**config.mk**
```make
export PLATFORM = sky130hd
export DESIGN_NAME = sorted_priority_queue
export DESIGN_NICKNAME = d
export VERILOG_FILES = /design/src/rtl/spq_pkg.sv /design/src/rtl/sorted_priority_queue.sv /design/src/rtl/spq_cell.sv
export SDC_FILE = /design/constraint.sdc
export NUM_CORES = 1
export LEC_CHECK = 0
export BUFFER_PORTS_ARGS = -buffer_cell sky130_fd_sc_hd__buf_4
export CORE_ASPECT_RATIO = 0.5
export CORE_MARGIN = 2
export CORE_UTILIZATION = 50
export CTS_CLUSTER_SIZE = 12
export DETAILED_ROUTE_END_ITERATION = 6
export HOLD_SLACK_MARGIN = 0.08
export PLACE_DENSITY = 0.67
export SYNTH_ARGS = -nofsm -noshare
export SYNTH_HDL_FRONTEND = slang
export SYNTH_SLANG_ARGS = --single-unit
```
**constraint.sdc**
```tcl
create_clock -name i_clk -period 9.85 [get_ports i_clk]
set_clock_uncertainty 0.15 [all_clocks]
set_input_delay 0.4925 -clock i_clk [delete_from_list [all_inputs] [get_ports i_clk]]
set_output_delay 0.4925 -clock i_clk [all_outputs]
set_load 0.01 [all_outputs]
```
**src/rtl/spq_pkg.sv**
```systemverilog
package spq_pkg;

    localparam int DEPTH   = 8;
    localparam int VAL_W   = 32;
    localparam int CNT_W   = $clog2(DEPTH + 1);
    localparam int STAT_W  = 2;
    localparam int OUT_W   = ((VAL_W + CNT_W + 7) / 8) * 8;

    localparam logic OP_INSERT = 1'b0;
    localparam logic OP_REMOVE = 1'b1;

    localparam logic [STAT_W-1:0] ST_DONE  = 2'd0;
    localparam logic [STAT_W-1:0] ST_FULL  = 2'd1;
    localparam logic [STAT_W-1:0] ST_EMPTY = 2'd2;

    // what a cell shows its neighbors
    typedef struct packed {
        logic                    valid;
        logic                    gt;
        logic signed [VAL_W-1:0] value;
    } t_link;

    // command broadcast to every cell
    typedef struct packed {
        logic                    ins;
        logic                    rem;
        logic signed [VAL_W-1:0] value;
    } t_cmd;

endpackage

```
**src/rtl/sorted_priority_queue.sv**
```systemverilog
// Sorted min-priority queue built as a row of compare-and-shift cells.
// Throughput: one item per cycle unless the output stalls; every cell compares
// against the broadcast value and shifts in the same cycle, so insert and remove
// both finish at once, and the result is registered into the output register.
// Reset (synchronous, active low) empties the queue and the output register;
// stored values are not cleared.
module sorted_priority_queue (
    input  logic        i_clk,
    input  logic        i_rst_n,
    input  logic        i_s_tvalid,
    output logic        o_s_tready,
    input  logic [31:0] i_s_tdata,   // [31:0] value
    input  logic [0:0]  i_s_tuser,   // [0] op
    output logic        o_m_tvalid,
    input  logic        i_m_tready,
    output logic [spq_pkg::OUT_W-1:0] o_m_tdata,  // [31:0] removed_value, [35:32] count
    output logic [1:0]  o_m_tuser    // [1:0] status
);
    import spq_pkg::*;

    logic                    accept;
    logic                    is_rem;
    logic                    full;
    logic                    empty;
    t_cmd                    cmd;
    t_link                   links [DEPTH];
    t_link                   left_in [DEPTH];
    t_link                   right_in [DEPTH];
    logic [DEPTH-1:0]        valid_vec;

    logic [CNT_W-1:0]        r_count;
    logic [CNT_W-1:0]        n_count;
    logic                    r_out_valid;
    logic [STAT_W-1:0]       r_status;
    logic [STAT_W-1:0]       n_status;
    logic signed [VAL_W-1:0] r_removed;
    logic signed [VAL_W-1:0] n_removed;
    logic [CNT_W-1:0]        r_out_count;

    assign o_s_tready = !r_out_valid || i_m_tready;
    assign accept     = i_s_tvalid && o_s_tready;
    assign is_rem     = (i_s_tuser[0] == OP_REMOVE);
    assign full       = (r_count == CNT_W'(DEPTH));
    assign empty      = (r_count == '0);

    assign cmd.ins   = accept && !is_rem && !full;
    assign cmd.rem   = accept && is_rem && !empty;
    assign cmd.value = i_s_tdata;

    genvar g;
    generate
        for (g = 0; g < DEPTH; g++) begin : g_cell
            if (g == 0) begin : g_first
                assign left_in[g] = '{valid: 1'b1, gt: 1'b0, value: '0};
            end else begin : g_mid
                assign left_in[g] = links[g-1];
            end
            if (g == DEPTH - 1) begin : g_last
                assign right_in[g] = '{valid: 1'b0, gt: 1'b1, value: '0};
            end else begin : g_inner
                assign right_in[g] = links[g+1];
            end
            spq_cell u_cell (
                .i_clk   (i_clk),
                .i_rst_n (i_rst_n),
                .i_cmd   (cmd),
                .i_left  (left_in[g]),
                .i_right (right_in[g]),
                .o_link  (links[g])
            );
            assign valid_vec[g] = links[g].valid;
        end
    endgenerate

    always_comb begin
        n_count   = r_count;
        n_status  = ST_DONE;
        n_removed = '0;
        if (is_rem) begin
            if (empty) begin
                n_status = ST_EMPTY;
            end else begin
                n_count   = r_count - CNT_W'(1);
                n_removed = links[0].value;
            end
        end else begin
            if (full) begin
                n_status = ST_FULL;
            end else begin
                n_count = r_count + CNT_W'(1);
            end
        end
    end

    always_ff @(posedge i_clk) begin
        if (!i_rst_n) begin
            r_count     <= '0;
            r_out_valid <= 1'b0;
        end else begin
            if (accept) begin
                r_count     <= n_count;
                r_out_valid <= 1'b1;
            end else if (i_m_tready) begin
                r_out_valid <= 1'b0;
            end
        end
        if (accept) begin
            r_status    <= n_status;
            r_removed   <= n_removed;
            r_out_count <= n_count;
        end
    end

    assign o_m_tvalid = r_out_valid;
    assign o_m_tuser  = r_status;
    assign o_m_tdata  = OUT_W'({r_out_count, r_removed});

`ifndef NO_ASSERTIONS
    a_count_range: assert property (@(posedge i_clk) disable iff (!i_rst_n)
        r_count <= CNT_W'(DEPTH))
        else $error("entry count exceeds depth");

    a_valid_match: assert property (@(posedge i_clk) disable iff (!i_rst_n)
        $countones(valid_vec) == int'(r_count))
        else $error("cell valid bits disagree with count");

    a_head_sorted: assert property (@(posedge i_clk) disable iff (!i_rst_n)
        (links[0].valid && links[1].valid) |-> (links[0].value <= links[1].value))
        else $error("head cells out of order");

    a_reject_zero: assert property (@(posedge i_clk) disable iff (!i_rst_n)
        (o_m_tvalid && o_m_tuser != ST_DONE) |-> (r_removed == '0))
        else $error("rejected item carries a removed value");
`endif

endmodule

```
**src/rtl/spq_cell.sv**
```systemverilog
module spq_cell (
    input  logic          i_clk,
    input  logic          i_rst_n,
    input  spq_pkg::t_cmd i_cmd,
    input  spq_pkg::t_link i_left,
    input  spq_pkg::t_link i_right,
    output spq_pkg::t_link o_link
);
    import spq_pkg::*;

    logic                    r_valid;
    logic                    n_valid;
    logic signed [VAL_W-1:0] r_value;
    logic signed [VAL_W-1:0] n_value;
    logic                    gt;

    // empty cells count as larger than anything
    assign gt = !r_valid || (r_value > i_cmd.value);

    always_comb begin
        n_valid = r_valid;
        n_value = r_value;
        if (i_cmd.ins) begin
            n_valid = r_valid || i_left.valid;
            if (i_left.gt) begin
                n_value = i_left.value;
            end else if (gt) begin
                n_value = i_cmd.value;
            end
        end else if (i_cmd.rem) begin
            n_valid = i_right.valid;
            n_value = i_right.value;
        end
    end

    always_ff @(posedge i_clk) begin
        if (!i_rst_n) begin
            r_valid <= 1'b0;
        end else begin
            r_valid <= n_valid;
        end
        r_value <= n_value;
    end

    assign o_link = '{valid: r_valid, gt: gt, value: r_value};

endmodule
```
# After elaboration in Yosys (flattened, before gate mapping)

Index checks and enable logic that the tools add are counted.

Equal/unequal tests: 9
Reduce and logical (&&, ||, !) cells: 45
Bitwise logic cells: 1
$lt $le $gt $ge: 8
Add/sub/neg operators: 2
Muxes and demuxes: 55

Operators with widths:

| cell                                             | number |
|---|---|
| 2-to-1 mux 32 bit                                | 31 |
| > comparator 32 bit                              | 8 |
| != test 3 x 1 -> 1 bit, second input constant    | 7 |
| 2-to-1 mux 1 bit                                 | 19 |
| logical OR 1 bit                                 | 16 |
| AND reduction 2 bit                              | 8 |
| logical NOT 1 bit                                | 12 |
| 2-to-1 mux 4 bit                                 | 3 |
| logical AND 1 bit                                | 5 |
| adder 4 x 1 -> 4 bit, second input constant      | 1 |
| == test 4 bit, second input constant             | 1 |
| logical NOT 4 bit                                | 1 |
| 2-to-1 mux 2 bit                                 | 2 |
| nonzero test 2 bit                               | 2 |
| subtractor 4 x 1 -> 4 bit, second input constant | 1 |
| != test 2 x 1 -> 1 bit, second input constant    | 1 |
| OR reduction 2 bit                               | 1 |
| inverter 1 bit                                   | 1 |

Input bits: 37
Register bits after elaboration: 307
Logic and storage cells: 141

# Logic depth before layout (Yosys ltp)

Depth in word-level cells: 7
Mapped depth: 12
Gate-level depth less buffers: 10

# Modules after synthesis

A second synthesis with hierarchy kept.

Cell total of the unflattened synthesis: 2256
Area, all modules: 21892.2 µm²

Modules (own cells, without submodules):

| module                | area an instance (µm²) | cells each | times used |
|---|---|---|---|
| spq_cell              | 2506.2                 | 265        | 8 |
| sorted_priority_queue | 1843.0                 | 136        | 1 |

# Worst setup path after synthesis

OpenSTA, ideal clock, no wires.

Kind: input to register
From: in i_s_tdata[23]
To: reg g_cell[7].u_cell.r_value[0], enable pin
Path slack: 6.097 ns
Cell stages on the path: 9
Arrival time: 3.208 ns
Library setup time: 0.395 ns
Path through: inv_1 > ha_1 > nand4_1 > or4_4 > a2111oi_2 > nor3_1 > mux2i_1 > o21ai_2 > o41a_1

Word-level cells in the longest chain between the ends: 4
Elaborated cells on any way between the ends: 6
Those cells by class: order compare: 2; eq/ne: 1; reduce/logical: 3

RTL lines:

| what                                        | RTL line                    | text |
|---|---|---|
| start: declaration                          | sorted_priority_queue.sv:12 | `input logic [31:0] i_s_tdata,` |
| > comparator 32 bit                         | spq_cell.sv:18              | `assign gt = !r_valid \|\| (r_value > i_cmd.value);` |
| logical OR 1 bit                            | spq_cell.sv:18              |  |
| != test 3 x 1 -> 1 bit (no source line) (*) | n/a                         |  |
| AND reduction 2 bit (no source line) (*)    | n/a                         |  |
| end signal: assignment                      | spq_cell.sv:42              | `r_value <= n_value;` |
| end: declaration                            | spq_cell.sv:13              | `logic signed [VAL_W-1:0] r_value;` |

Every way passes the cells marked *; elsewhere a longest branch is shown, timed or not.
A chain may end at the register's enable or synchronous reset.

# Final worst setup path

From: reg g_cell[6].u_cell.r_value[23]
To: reg g_cell[6].u_cell.r_value[22], enable pin

Word-level cells in the longest chain between the ends: 4

RTL lines:

| what                                    | RTL line |
|---|---|
| start: declaration                      | spq_cell.sv:13 |
| start signal: assignment                | spq_cell.sv:42 |
| > comparator 32 bit                     | spq_cell.sv:18 |
| logical OR 1 bit                        | spq_cell.sv:18 |
| != test 3 x 1 -> 1 bit (no source line) | n/a |
| AND reduction 2 bit (no source line)    | n/a |

No other way between the ends.

==> flow_summary.json <==
{
  "outcome": "finished with violations",
  "violations": "design-rule violations",
  "drv_slew": 0,
  "fin_ws_ns": 5.25,
  "main_flop_type_after_synthesis": "edfxtp_1",
  "place_area_um2": 20900,
  "clk_transition_reported_paths_ns": 0.06,
  "netlist_area_um2": 19900,
  "first_pass_iters": 7,
  "setup_repair_after_global_routing_missed_its_margin": "no",
  "finalSetupViolCount": 0,
  "preCtsSetupSlack_ns": 4.99,
  "post_dp_hpwl_um": 40900,
  "die-area_um2": 41500,
  "floorplan.initialDensity_pct": 51.0,
  "via_count_of_the_first_global_routing_pass": 15500,
  "cellLeakagePower_nw": 8.83,
  "commonest_non_fill_non_tap_cell_in_the_layout": "nand2_1",
  "numClockSinks": 307,
  "hp-class": "input pin to flop",
  "tritoncts_clock_tree": "yes",
  "cp_max_fo": 32,
  "post-route-cell-area_um2": 21900,
  "core_area_um2": 39100,
  "post_cts_setup_buffer_count": 0,
  "clk_latency_ns": 0.59,
  "cts_inserted_buffers": 31,
  "ant_nets": 0,
  "floorplan.die.width_um": 286,
  "final_cell_mix": "nand2_1 (374), edfxtp_1 (294), ha_1 (258), nand3_1 (210), o211ai_1 (199)",
  "critPathKind": "flop to flop",
  "finalCriticalPeriod_ns": 4.60,
  "synthesis.area_per_instance_um2": 10.0,
  "path_cells": "ha_1 -> nand4_1 -> or4_4 -> a2111oi_2 -> nor3_1 -> mux2i_1 -> o21ai_4 -> buf_4 -> o31a_2",
  "clk_root_buffer_cell": "clkbuf_16",
  "floorplan.io_pins": 81,
  "max-slew-margin-rel_pct": 19.7,
  "drive_gt1_share_pct": 7.88,
  "tns_ns": 0,
  "p_per_area_nw_per_um2": 176,
  "cap_violations": 0,
  "gp_congestion": 0.934,
  "slowest_stage": "o31a_2",
  "synth-seq-area-share_pct": 45.7,
  "grt_start_max_net_pins": 158,
  "final.period_utilization_pct": 46.7,
  "yosys_cell_types": 52,
  "drt-initial-drc-count": 1933,
  "area.growth.synth_to_final_pct": 10.2,
  "insertedDiodeCount": 0,
  "critical-path-max-stage-delay_ns": 0.94,
  "ctsLongestPathBuffers": 3,
  "layout.nets": 2302,
  "critical-path-top-delay-family": "compound AO/OA/AOI/OAI gates",
  "critPathLaunchType": "flop",
  "total_of_warnings_raised_by_yosys": 0,
  "antenna_found_initial": 0,
  "cp.required_ns": 9.90,
  "total_of_flip_flops_plus_latches_after_synthesis": 307,
  "fp.dieH_um": 145,
  "route.detailed.wl_per_inst_um": 23.3,
  "totalPowerFinal_mw": 3.85,
  "std_cell_rows": 51,
  "cts_resized": 0,
  "detail_route.drc_violations": 2,
  "synth_edf_count": 294,
  "worst-slew-pin-transition_ns": 1.20,
  "fmax_ghz": 0.218,
  "grt.overflow.total": 0,
  "fill_cells": 3446,
  "viasPerCell": 6.40,
  "r2r_slack_ns": 5.25,
  "wire_length_of_the_first_global_routing_pass_um": 91300,
  "cts.htree.levels": 1,
  "crit_path_end_kind": "flop",
  "place.port_buffers": 76,
  "drt-total-wl_um": 59700,
  "report.final.hold_viol_count": 0,
  "timing.critical_path.buf_inv": 1,
  "synth_cells": 1982,
  "worst_ir_drop_vdd_v": 0.000154,
  "synth-async-reset-ratio_pct": 0,
  "globalRouteTotalUtil_pct": 28.3,
  "worst-endpoint-arrival_ns": 4.65,
  "vias": 16400
}
==> cells in the mapped netlist, types with 12 or more instances <==
master | n | area, um2
a21o_1 | 28 | 210
a21oi_1 | 112 | 561
and2_1 | 33 | 206
buf_1 | 14 | 52.6
buf_2 | 20 | 100
clkbuf_1 | 72 | 270
dfxtp_1 | 13 | 260
edfxtp_1 | 294 | 8830
ha_1 | 258 | 3230
inv_1 | 62 | 233
mux2i_1 | 33 | 330
nand2_1 | 375 | 1410
nand3_1 | 210 | 1050
nand4_1 | 63 | 394
nor2_1 | 22 | 82.6
nor2b_1 | 12 | 75.1
nor3_1 | 18 | 90.1
o211ai_1 | 199 | 1490
o21ai_0 | 42 | 210
==> report_power, final <==
group | internal (mW) | switching (mW)
combinational | 0.312 | 0.580
clock | 0.667 | 0.522
sequential | 1.64 | 0.125
total | 2.62 | 1.23
==> cell type report <==
class                   count  area [um2]  area share [%]
clock buffers              54         942            4.30
clock inverters             3        40.0           0.183
inverters                  62         233            1.06
multi-input cells        1503       10200            46.4
flip-flops and latches    307        9090            41.4
well taps                 530         663            3.02
repair buffers            102         786            3.58
==> final timing paths <==
kind / startpoint / end / cells after the start
max reg2reg: g_cell[6].u_cell.r_value[23] / g_cell[6].u_cell.r_value[22] / 9
min: i_s_tuser / o_m_tuser[0] / 2
min reg2reg: g_cell[2].u_cell.r_valid / g_cell[2].u_cell.r_valid / 2
max: g_cell[6].u_cell.r_value[23] / g_cell[6].u_cell.r_value[22] / 9
==> metrics by stage <==
step | std cells | hold slack (ns) | util (%)
global route | 2561 | 0.137 | 56.2
finish | 2561 | 0.147 | 56.2
CTS | 2561 | 0.125 | 56.2
floorplan | 1985 | 0.301 | -
detailed placement | 2501 | 0.325 | 53.6
global placement | 2501 | 0.327 | 53.6
==> state kept, by name (all words and copies together), names as in the netlist <==
signal / flops
r_removed: 32
g_cell.u_cell.r_valid: 8
g_cell.u_cell.r_value: 256
o_m_tuser: 2
r_count: 4
o_m_tvalid: 1
r_out_count: 4
==> kinds of logic (layout without fill, tap and decap cells) <==
family | Yosys count | count (layout) | share of synthesized area, %
muxes | 33 | 33 | 1.66
other | 1 | 4 | 0.0188
AOI/OAI and AO/OA | 442 | 442 | 15.0
and+or+nand+nor | 764 | 764 | 17.7
adders and majority gates | 258 | 258 | 16.2
xor gates and xnor gates | 2 | 2 | 0.0880
buffers and inverters | 175 | 221 | 3.56
DFF | 307 | 307 | 45.7
==> layer usage <==
layer	GRT usage, %	up-vias	wire length [um]
met4	7.36	0	1750
li1	-	7607	-
met1	41.8	7944	26900
met3	4.62	107	5310
met5	0	-	0
met2	43.1	738	25800
==> repair_timing <==
| item | 4_1_cts | 5_1_grt |
|---|---|---|
| hold buffers | 3 | 0 |
| setup endpoints to repair | 0 | 0 |
| hold endpoints to repair | 2 | 0 |
Note: power is estimated with default switching activity, not from simulation.
